===== src/hdl/sfrm_pkg.sv =====
// Shared constants and controller/datapath interface types for the sensor frame receiver.
package sfrm_pkg;

  // Item kinds carried in the input tuser field
  localparam logic [1:0] MODE_RX      = 2'd0;
  localparam logic [1:0] MODE_CLR_EXT = 2'd1;
  localparam logic [1:0] MODE_CLR_DEV = 2'd2;

  // Frame marker bytes
  localparam logic [7:0] HEAD_BYTE = 8'hFF;
  localparam logic [7:0] DEV_BYTE  = 8'hC6;

  // Frame commands
  localparam logic [7:0] CMD_SAMPLES = 8'hA0;
  localparam logic [7:0] CMD_STOP    = 8'hA1;
  localparam logic [7:0] CMD_ID      = 8'hA2;
  localparam logic [7:0] CMD_DATE    = 8'hA3;
  localparam logic [7:0] CMD_CFG     = 8'hA9;

  // Fixed byte positions in the frame
  localparam int POS_DEV  = 1;
  localparam int POS_LEN  = 2;
  localparam int POS_CHK  = 3;
  localparam int POS_CMD  = 4;
  localparam int POS_SMP  = 5;

  // Extreme reset values
  localparam logic [15:0] MAX_INIT = 16'h0000;
  localparam logic [15:0] MIN_INIT = 16'hFFFF;

  // Packed result width (44 bits of fields padded to whole bytes)
  localparam int OUT_W = 48;

  // Commands from controller to datapath
  typedef struct packed {
    logic take;       // act on the accepted input transaction
    logic fold_rd;    // read one stored sample pair
    logic set_ready;  // sample sweep finished
    logic load_out;   // capture the result into the output register
  } ctl_cmd_t;

  // Status from datapath to controller
  typedef struct packed {
    logic fold_req;   // last byte closed a valid sample frame
    logic out_busy;   // output register holds a result not yet taken
  } ctl_sts_t;

endpackage


===== src/hdl/sensor_frame_receiver_minmax.sv =====
// Top level of the sensor frame receiver with running sample extremes.
//
// Each input transaction carries one UART byte (mode 0) or a clear event (mode 1 clears
// the extremes and the ready flag, mode 2 clears the device flag) and yields exactly one
// result transaction. After a plain byte or event is accepted, the controller passes through
// its check and output states before the next byte can be accepted. A byte that closes
// a valid sample frame (command 0xA0) also runs a sweep over the frame store between
// those states that reads one 16-bit sample per cycle through the store's two read ports.
// A result waiting in the output register does not hold off the next byte; only loading
// a new result waits for the old one to be taken. The frame store has per-entry valid bits
// cleared by reset, so the block is ready straight out of reset with no clearing pass.
module sensor_frame_receiver_minmax #(
  parameter int FRAME_BYTES  = 55,
  parameter int SAMPLE_COUNT = 25
) (
  input  logic        clk,
  input  logic        rst_n,
  input  logic        in_tvalid,
  output logic        in_tready,
  input  logic [7:0]  in_tdata,   // [7:0] rx_byte
  input  logic [1:0]  in_tuser,   // [1:0] mode
  output logic        out_tvalid,
  input  logic        out_tready,
  // [0] frame_accepted, [1] checksum_error, [9:2] frame_command, [25:10] sample_max,
  // [41:26] sample_min, [42] samples_ready, [43] device_flag, [47:44] zero
  output logic [47:0] out_tdata
);
  import sfrm_pkg::*;

  localparam int KW = (SAMPLE_COUNT > 1) ? $clog2(SAMPLE_COUNT) : 1;

  ctl_cmd_t      cmd;
  ctl_sts_t      sts;
  logic [KW-1:0] fold_idx;

  sfrm_ctrl #(
    .SAMPLE_COUNT (SAMPLE_COUNT),
    .KW           (KW)
  ) u_ctrl (
    .clk       (clk),
    .rst_n     (rst_n),
    .in_tvalid (in_tvalid),
    .in_tready (in_tready),
    .sts       (sts),
    .cmd       (cmd),
    .fold_idx  (fold_idx)
  );

  sfrm_datapath #(
    .FRAME_BYTES  (FRAME_BYTES),
    .SAMPLE_COUNT (SAMPLE_COUNT),
    .KW           (KW)
  ) u_datapath (
    .clk        (clk),
    .rst_n      (rst_n),
    .cmd        (cmd),
    .sts        (sts),
    .fold_idx   (fold_idx),
    .in_mode    (in_tuser),
    .in_byte    (in_tdata),
    .out_tvalid (out_tvalid),
    .out_tready (out_tready),
    .out_tdata  (out_tdata)
  );

endmodule


===== src/hdl/sfrm_datapath.sv =====
// Datapath: frame store, frame checks, checksum, sample extremes and output register.
module sfrm_datapath #(
  parameter int FRAME_BYTES  = 55,
  parameter int SAMPLE_COUNT = 25,
  parameter int KW           = 5
) (
  input  logic                      clk,
  input  logic                      rst_n,
  input  sfrm_pkg::ctl_cmd_t        cmd,
  output sfrm_pkg::ctl_sts_t        sts,
  input  logic [KW-1:0]             fold_idx,
  input  logic [1:0]                in_mode,
  input  logic [7:0]                in_byte,
  output logic                      out_tvalid,
  input  logic                      out_tready,
  output logic [sfrm_pkg::OUT_W-1:0] out_tdata
);
  import sfrm_pkg::*;

  localparam int CW  = $clog2(FRAME_BYTES + 1);
  localparam int AW  = $clog2(FRAME_BYTES);
  localparam int RAW = $clog2(2 * SAMPLE_COUNT + POS_SMP + 1);

  // Frame store and per-entry valid bits (an unwritten entry reads as zero)
  logic [7:0] store_mem [FRAME_BYTES];
  logic [FRAME_BYTES-1:0] vld_r;

  logic [CW-1:0] cnt_r, cnt_nxt;
  logic [7:0]    len_r, len_nxt;
  logic [7:0]    chk_r, chk_nxt;
  logic [7:0]    cmd_r, cmd_nxt;
  logic [7:0]    sum_r, sum_nxt;
  logic [15:0]   max_r, max_nxt;
  logic [15:0]   min_r, min_nxt;
  logic          rdy_r, rdy_nxt;
  logic          dev_r, dev_nxt;
  logic          acc_r, acc_nxt;
  logic          bad_r, bad_nxt;
  logic          fold_req_r, fold_req_nxt;

  // Sample read pipeline
  logic [7:0] hi_r, lo_r;
  logic       hi_ok_r, lo_ok_r, rd_pend_r;

  // Output register
  logic             out_vld_r;
  logic [OUT_W-1:0] out_data_r;

  // Byte handling terms
  logic [CW-1:0] pos, cnt1;
  logic [7:0]    sum_inc, chk_eff, cmd_eff, csum;
  logic [8:0]    len_p2;
  logic          at_end, csum_ok;

  // Sample read addresses
  logic [RAW-1:0] hi_addr, lo_addr;
  logic           hi_in, lo_in;
  logic [15:0]    smp;

  // Wrap the write position after a full store
  assign pos     = (cnt_r == CW'(FRAME_BYTES)) ? '0 : cnt_r;
  assign cnt1    = pos + CW'(1);
  assign sum_inc = (pos >= CW'(POS_CMD)) ? sum_r + in_byte : 8'd0;
  assign chk_eff = (pos == CW'(POS_CHK)) ? in_byte : chk_r;
  assign cmd_eff = (pos == CW'(POS_CMD)) ? in_byte : cmd_r;
  assign len_p2  = {1'b0, len_r} + 9'd2;
  assign at_end  = (cnt1 >= CW'(POS_CMD)) && (9'(cnt1) == len_p2);
  assign csum    = len_r + sum_inc;
  assign csum_ok = (csum == chk_eff);

  assign hi_addr = RAW'(2 * 32'(fold_idx) + POS_SMP);
  assign lo_addr = RAW'(2 * 32'(fold_idx) + POS_SMP + 1);
  assign hi_in   = 32'(hi_addr) < FRAME_BYTES;
  assign lo_in   = 32'(lo_addr) < FRAME_BYTES;
  assign smp     = {(hi_ok_r ? hi_r : 8'd0), (lo_ok_r ? lo_r : 8'd0)};

  // Next-state logic for frame tracking and extremes
  always_comb begin
    cnt_nxt      = cnt_r;
    len_nxt      = len_r;
    chk_nxt      = chk_r;
    cmd_nxt      = cmd_r;
    sum_nxt      = sum_r;
    max_nxt      = max_r;
    min_nxt      = min_r;
    rdy_nxt      = rdy_r;
    dev_nxt      = dev_r;
    acc_nxt      = acc_r;
    bad_nxt      = bad_r;
    fold_req_nxt = fold_req_r;

    if (cmd.take) begin
      acc_nxt      = 1'b0;
      bad_nxt      = 1'b0;
      fold_req_nxt = 1'b0;
      unique case (in_mode)
        MODE_RX: begin
          // Shadow the fixed header fields as they are stored
          if (pos == CW'(POS_LEN)) len_nxt = in_byte;
          if (pos == CW'(POS_CHK)) chk_nxt = in_byte;
          if (pos == CW'(POS_CMD)) cmd_nxt = in_byte;
          sum_nxt = sum_inc;
          cnt_nxt = cnt1;
          if (pos == '0) begin
            if (in_byte != HEAD_BYTE) cnt_nxt = '0;
          end else if (pos == CW'(POS_DEV)) begin
            if (in_byte != DEV_BYTE) cnt_nxt = '0;
          end else if (at_end) begin
            cnt_nxt = '0;
            if (csum_ok) begin
              acc_nxt = 1'b1;
              if (cmd_eff == CMD_SAMPLES) fold_req_nxt = 1'b1;
              case (cmd_eff) inside
                CMD_STOP, CMD_ID, CMD_DATE, CMD_CFG: dev_nxt = 1'b1;
                default: ;
              endcase
            end else begin
              bad_nxt = 1'b1;
            end
          end
        end
        MODE_CLR_EXT: begin
          max_nxt = MAX_INIT;
          min_nxt = MIN_INIT;
          rdy_nxt = 1'b0;
        end
        MODE_CLR_DEV: begin
          dev_nxt = 1'b0;
        end
        default: ;
      endcase
    end

    // Fold one sample per cycle into the extremes
    if (rd_pend_r) begin
      if (smp > max_r) max_nxt = smp;
      if (smp < min_r) min_nxt = smp;
    end
    if (cmd.set_ready) rdy_nxt = 1'b1;
  end

  // Control and state registers
  always_ff @(posedge clk) begin
    if (!rst_n) begin
      vld_r      <= '0;
      cnt_r      <= '0;
      len_r      <= '0;
      chk_r      <= '0;
      cmd_r      <= '0;
      sum_r      <= '0;
      max_r      <= MAX_INIT;
      min_r      <= MIN_INIT;
      rdy_r      <= 1'b0;
      dev_r      <= 1'b0;
      acc_r      <= 1'b0;
      bad_r      <= 1'b0;
      fold_req_r <= 1'b0;
      rd_pend_r  <= 1'b0;
      out_vld_r  <= 1'b0;
    end else begin
      if (cmd.take && in_mode == MODE_RX) vld_r[AW'(pos)] <= 1'b1;
      cnt_r      <= cnt_nxt;
      len_r      <= len_nxt;
      chk_r      <= chk_nxt;
      cmd_r      <= cmd_nxt;
      sum_r      <= sum_nxt;
      max_r      <= max_nxt;
      min_r      <= min_nxt;
      rdy_r      <= rdy_nxt;
      dev_r      <= dev_nxt;
      acc_r      <= acc_nxt;
      bad_r      <= bad_nxt;
      fold_req_r <= fold_req_nxt;
      rd_pend_r  <= cmd.fold_rd;
      if (cmd.load_out) out_vld_r <= 1'b1;
      else if (out_tready) out_vld_r <= 1'b0;
    end
  end

  // Store write port and dual registered read port
  always_ff @(posedge clk) begin
    if (cmd.take && in_mode == MODE_RX) store_mem[AW'(pos)] <= in_byte;
    if (cmd.fold_rd) begin
      hi_r    <= store_mem[AW'(hi_addr)];
      lo_r    <= store_mem[AW'(lo_addr)];
      hi_ok_r <= hi_in && vld_r[AW'(hi_addr)];
      lo_ok_r <= lo_in && vld_r[AW'(lo_addr)];
    end
  end

  // Capture the result transaction
  always_ff @(posedge clk) begin
    if (cmd.load_out) begin
      out_data_r <= {4'd0, dev_r, rdy_r, min_r, max_r, cmd_r, bad_r, acc_r};
    end
  end

  assign out_tvalid   = out_vld_r;
  assign out_tdata    = out_data_r;
  assign sts.fold_req = fold_req_r;
  assign sts.out_busy = out_vld_r && !out_tready;

endmodule


===== src/hdl/sfrm_ctrl.sv =====
// Controller: sequences byte handling, the sample sweep and result hand-off.
module sfrm_ctrl #(
  parameter int SAMPLE_COUNT = 25,
  parameter int KW           = 5
) (
  input  logic               clk,
  input  logic               rst_n,
  input  logic               in_tvalid,
  output logic               in_tready,
  input  sfrm_pkg::ctl_sts_t sts,
  output sfrm_pkg::ctl_cmd_t cmd,
  output logic [KW-1:0]      fold_idx
);
  import sfrm_pkg::*;

  typedef enum logic [2:0] {
    S_IDLE,
    S_CHECK,
    S_FOLD,
    S_LAST,
    S_OUT
  } state_t;

  state_t        state_r, state_nxt;
  logic          tready_r, tready_nxt;
  logic [KW-1:0] k_r, k_nxt;

  // Decode commands and next state
  always_comb begin
    state_nxt     = state_r;
    tready_nxt    = tready_r;
    k_nxt         = k_r;
    cmd           = '0;
    unique case (state_r)
      S_IDLE: begin
        if (in_tvalid && tready_r) begin
          cmd.take   = 1'b1;
          tready_nxt = 1'b0;
          state_nxt  = S_CHECK;
        end
      end
      S_CHECK: begin
        k_nxt     = '0;
        state_nxt = sts.fold_req ? S_FOLD : S_OUT;
      end
      S_FOLD: begin
        cmd.fold_rd = 1'b1;
        if (k_r == KW'(SAMPLE_COUNT - 1)) state_nxt = S_LAST;
        else k_nxt = k_r + KW'(1);
      end
      S_LAST: begin
        cmd.set_ready = 1'b1;
        state_nxt     = S_OUT;
      end
      S_OUT: begin
        if (!sts.out_busy) begin
          cmd.load_out = 1'b1;
          tready_nxt   = 1'b1;
          state_nxt    = S_IDLE;
        end
      end
      default: state_nxt = S_IDLE;
    endcase
  end

  // Hold state and registered outputs
  always_ff @(posedge clk) begin
    if (!rst_n) begin
      state_r  <= S_IDLE;
      tready_r <= 1'b1;
      k_r      <= '0;
    end else begin
      state_r  <= state_nxt;
      tready_r <= tready_nxt;
      k_r      <= k_nxt;
    end
  end

  assign in_tready = tready_r;
  assign fold_idx  = k_r;

endmodule

===== config.mk =====
export PLATFORM = sky130hd
export DESIGN_NAME = sensor_frame_receiver_minmax
export DESIGN_NICKNAME = d
export VERILOG_FILES = /design/src/hdl/sfrm_pkg.sv /design/src/hdl/sensor_frame_receiver_minmax.sv /design/src/hdl/sfrm_datapath.sv /design/src/hdl/sfrm_ctrl.sv
export SDC_FILE = /design/constraint.sdc
export NUM_CORES = 1
export LEC_CHECK = 0
export BUFFER_PORTS_ARGS = -buffer_cell sky130_fd_sc_hd__buf_2
export CORE_MARGIN = 3
export CORE_UTILIZATION = 50
export CTS_CLUSTER_DIAMETER = 100
export DETAILED_ROUTE_END_ITERATION = 16
export HOLD_SLACK_MARGIN = 0.15
export PLACE_DENSITY = 0.69
export REMOVE_ABC_BUFFERS = 1
export SYNTH_ARGS = -nofsm -noshare
export SYNTH_HDL_FRONTEND = slang
export SYNTH_SLANG_ARGS = --single-unit

===== constraint.sdc =====
create_clock -name clk -period 4.1 [get_ports clk]
set_input_delay 0 -clock clk [delete_from_list [all_inputs] [get_ports clk]]
set_output_delay 0 -clock clk [all_outputs]
set_load 0.03 [all_outputs]

==> impl_metrics.tcl <==
set metrics [dict create \
    status "complete, no violations" \
    drv_slew 0 \
    yosysMostFrequentCell "edfxtp_1" \
    rsz0062_at_grt "no" \
    final_nets 1933 \
    maxSlewHeadroom_pct 26.4 \
    place_hpwl_mm 38.1 \
    antennaDiodeCount 0 \
    clkTransAtPathRegs_ps 60 \
    required_ps 4600 \
    power_uw 12800 \
    std_cell_rows 84 \
    period_needed_ps 3750 \
    tritoncts "done" \
    async_flop_share_pct 0 \
    grt_pass1_wl_mm 92.5 \
    drt_iter0_drc 1378 \
    h-tree-depth 2 \
    overflow 0 \
    start_kind "register" \
    core-area_sq_um 52900 \
    setup_viol 0 \
    dr.pass1.iters 5 \
    final-hold-violation-count 0 \
    antenna_left 0 \
    synth_top_area_share_pct 56.0 \
    clock-sinks 643 \
    fin_area_sq_um 30400 \
    initial_utilization_pct 50.9 \
    dp_cells 2471 \
    dieArea_sq_um 56600 \
    fin_skew_ps 15.7 \
    antenna_found_initial 0 \
    synth_seq_cells 643 \
    synth-edff-count 502 \
    num_vias 15300 \
    clockRootBuffer "clkbuf_16" \
    final_cells 2599 \
    grt_max_degree 88 \
    cts_buffer_depth 3 \
    syn_avg_cell_area_sq_um 15.3 \
    synth_commonest_cells "502 x edfxtp_1, 145 x nand2_1, 141 x dfxtp_1" \
    synth_ff_type "edfxtp_1" \
    yosys-top-cells-area "edfxtp_1 56%, mux4_2 11%, dfxtp_1 10%, ha_1 2.6%, mux2i_1 2.0%" \
    die_x_um 238 \
    fmax_mhz 267 \
    io_pins 64 \
    ys_types 74 \
    die_y_um 238 \
    power_density_nw_per_um2 423 \
    wirelength_mm 60.2 \
    syn_inst 1757 \
    worstPathArrival_ps 4260 \
    ys_seq_area_share_pct 66.5 \
    grt_pass1_vias 15300 \
    port_buffers 59 \
    period_share_pct 91.5 \
    place_congestion 0.867 \
    holdWs_ps 183 \
    maxCapViolations 0 \
    clk_latency_ps 610 \
    drc 0 \
    synth_top_area_cell "edfxtp_1" \
    cp-end-kind "register" \
    p_leak_uw 0.0102 \
    cts_buffers 60 \
    area_growth_pct 12.9 \
    drive_above_1_share_pct 19.6 \
    ir_drop_mv 0.310 \
    crit_fanout 6 \
    ys_warn_count 0 \
    tightest_slew_ps 1100 \
    vias_per_cell 5.90 \
    crit_type "register to register" \
    hp-class "primary input to register" \
    grt_usage_pct 21.5 \
    postPlaceCellArea_sq_um 28200 \
    wl_per_cell_um 23.2 \
    fin_setup_tns_ps 0 \
    synth_area_sq_um 26900 \
]
## worst paths after layout
path,startpoint,end,slack (ps),cells after the start
max,u_datapath.sum_r[0],u_datapath.bad_r,350,19
min,in_tdata[5],u_datapath.chk_r[5],180,4
max reg2reg,u_datapath.sum_r[0],u_datapath.bad_r,350,19
min reg2reg,u_datapath.min_r[12],u_datapath.out_tdata[38],430,0
## per-stage QoR
step	setup slack (ps)	util (%)
5_1_grt	0.0897	57.4
3_5_place_dp	219	53.3
6_report	348	57.4
3_3_place_gp	302	53.3
4_1_cts	202	57.4
2_1_floorplan	-4240	-
## kinds of logic after synthesis
kind of cell / Yosys count / share of synthesized area (%)
XOR/XNOR: 32 / 1.13
multiplexers: 194 / 13.6
AO/OA/AOI/OAI: 244 / 6.07
adder cells (fa/ha/maj): 57 / 2.71
AND/OR/NAND/NOR: 425 / 7.58
buffers and inverters: 161 / 2.41
other: 1 / 0.0139
flip-flops: 643 / 66.5
## cell type report
| cell class | count | area, sq um |
|---|---|---|
| fill | 4028 | 22500 |
| sequential | 643 | 17900 |
| multi-input combinational | 956 | 8410 |
| clock buffer | 95 | 1840 |
| timing repair buffer | 138 | 956 |
| tap | 688 | 861 |
| inverter | 63 | 236 |
| clock inverter | 16 | 155 |
## per-layer routing
layer / global-route usage, % / share of wire, % / up-vias
met3: 3.47 / 5.7 / 87
li1: - / - / 6908
met4: 5.59 / 2.2 / 0
met5: 0 / 0 / -
met2: 34.7 / 48 / 493
met1: 30.9 / 44 / 7846
## state kept, by name, summed over array words and instances, names as in the netlist, 3 cells and up
signal,flops
u_ctrl.state_r,3
u_datapath.vld_r,55
u_datapath.hi_r,8
u_datapath.cmd_r,8
u_datapath.len_r,8
u_datapath.max_r,16
u_datapath.chk_r,8
u_datapath.cnt_r,6
u_datapath.lo_r,8
u_ctrl.fold_idx,5
u_datapath.store_mem,440
u_datapath.min_r,16
u_datapath.out_tdata,44
u_datapath.sum_r,8
## cells in the final DEF (no fill, tap or decap), types with 27 or more instances in the layout
cell and instances:
nand3_1 27, inv_1 63, mux2i_1 55, mux4_2 135, buf_2 58, a21oi_1 50, nor2_1 114, edfxtp_1 502
o21ai_0 49, o21a_1 63, ha_1 53, buf_4 62, nand2_1 145, nor2b_1 31, clkbuf_16 61, dfxtp_1 139
## repair_timing
| action | CTS | global route |
|---|---|---|
| hold endpoints to repair | 227 | 0 |
| hold buffers | 16 | 0 |
| resized for setup | 0 | 5 |
| setup buffers | 0 | 1 |
| setup endpoints to repair | 0 | 4 |
## where the power goes
part | internal (uW) | total, uW | switching (uW)
clock network | 3250 | 5590 | 2340
registers | 7020 | 7020 | 4.80
logic | 47.0 | 234 | 187
total | 10300 | 12800 | 2530
## critical path, cell delays in order (launching register included)
cell       delay (ps)
dfxtp_1           330
ha_1              160
inv_1              50
fa_1              380
nor2b_1           160
o21ai_0           130
a21boi_1          200
o21ai_0           120
nor3b_1           170
nor3_2            230
ha_4              270
nor2b_1           130
o22ai_1           130
nand3_1           160
and3b_1           230
a2111oi_4         180
o311a_1           240
buf_4             110
nand3b_1           60
a32o_1            200
Note: power is estimated with default switching activity, not from simulation.
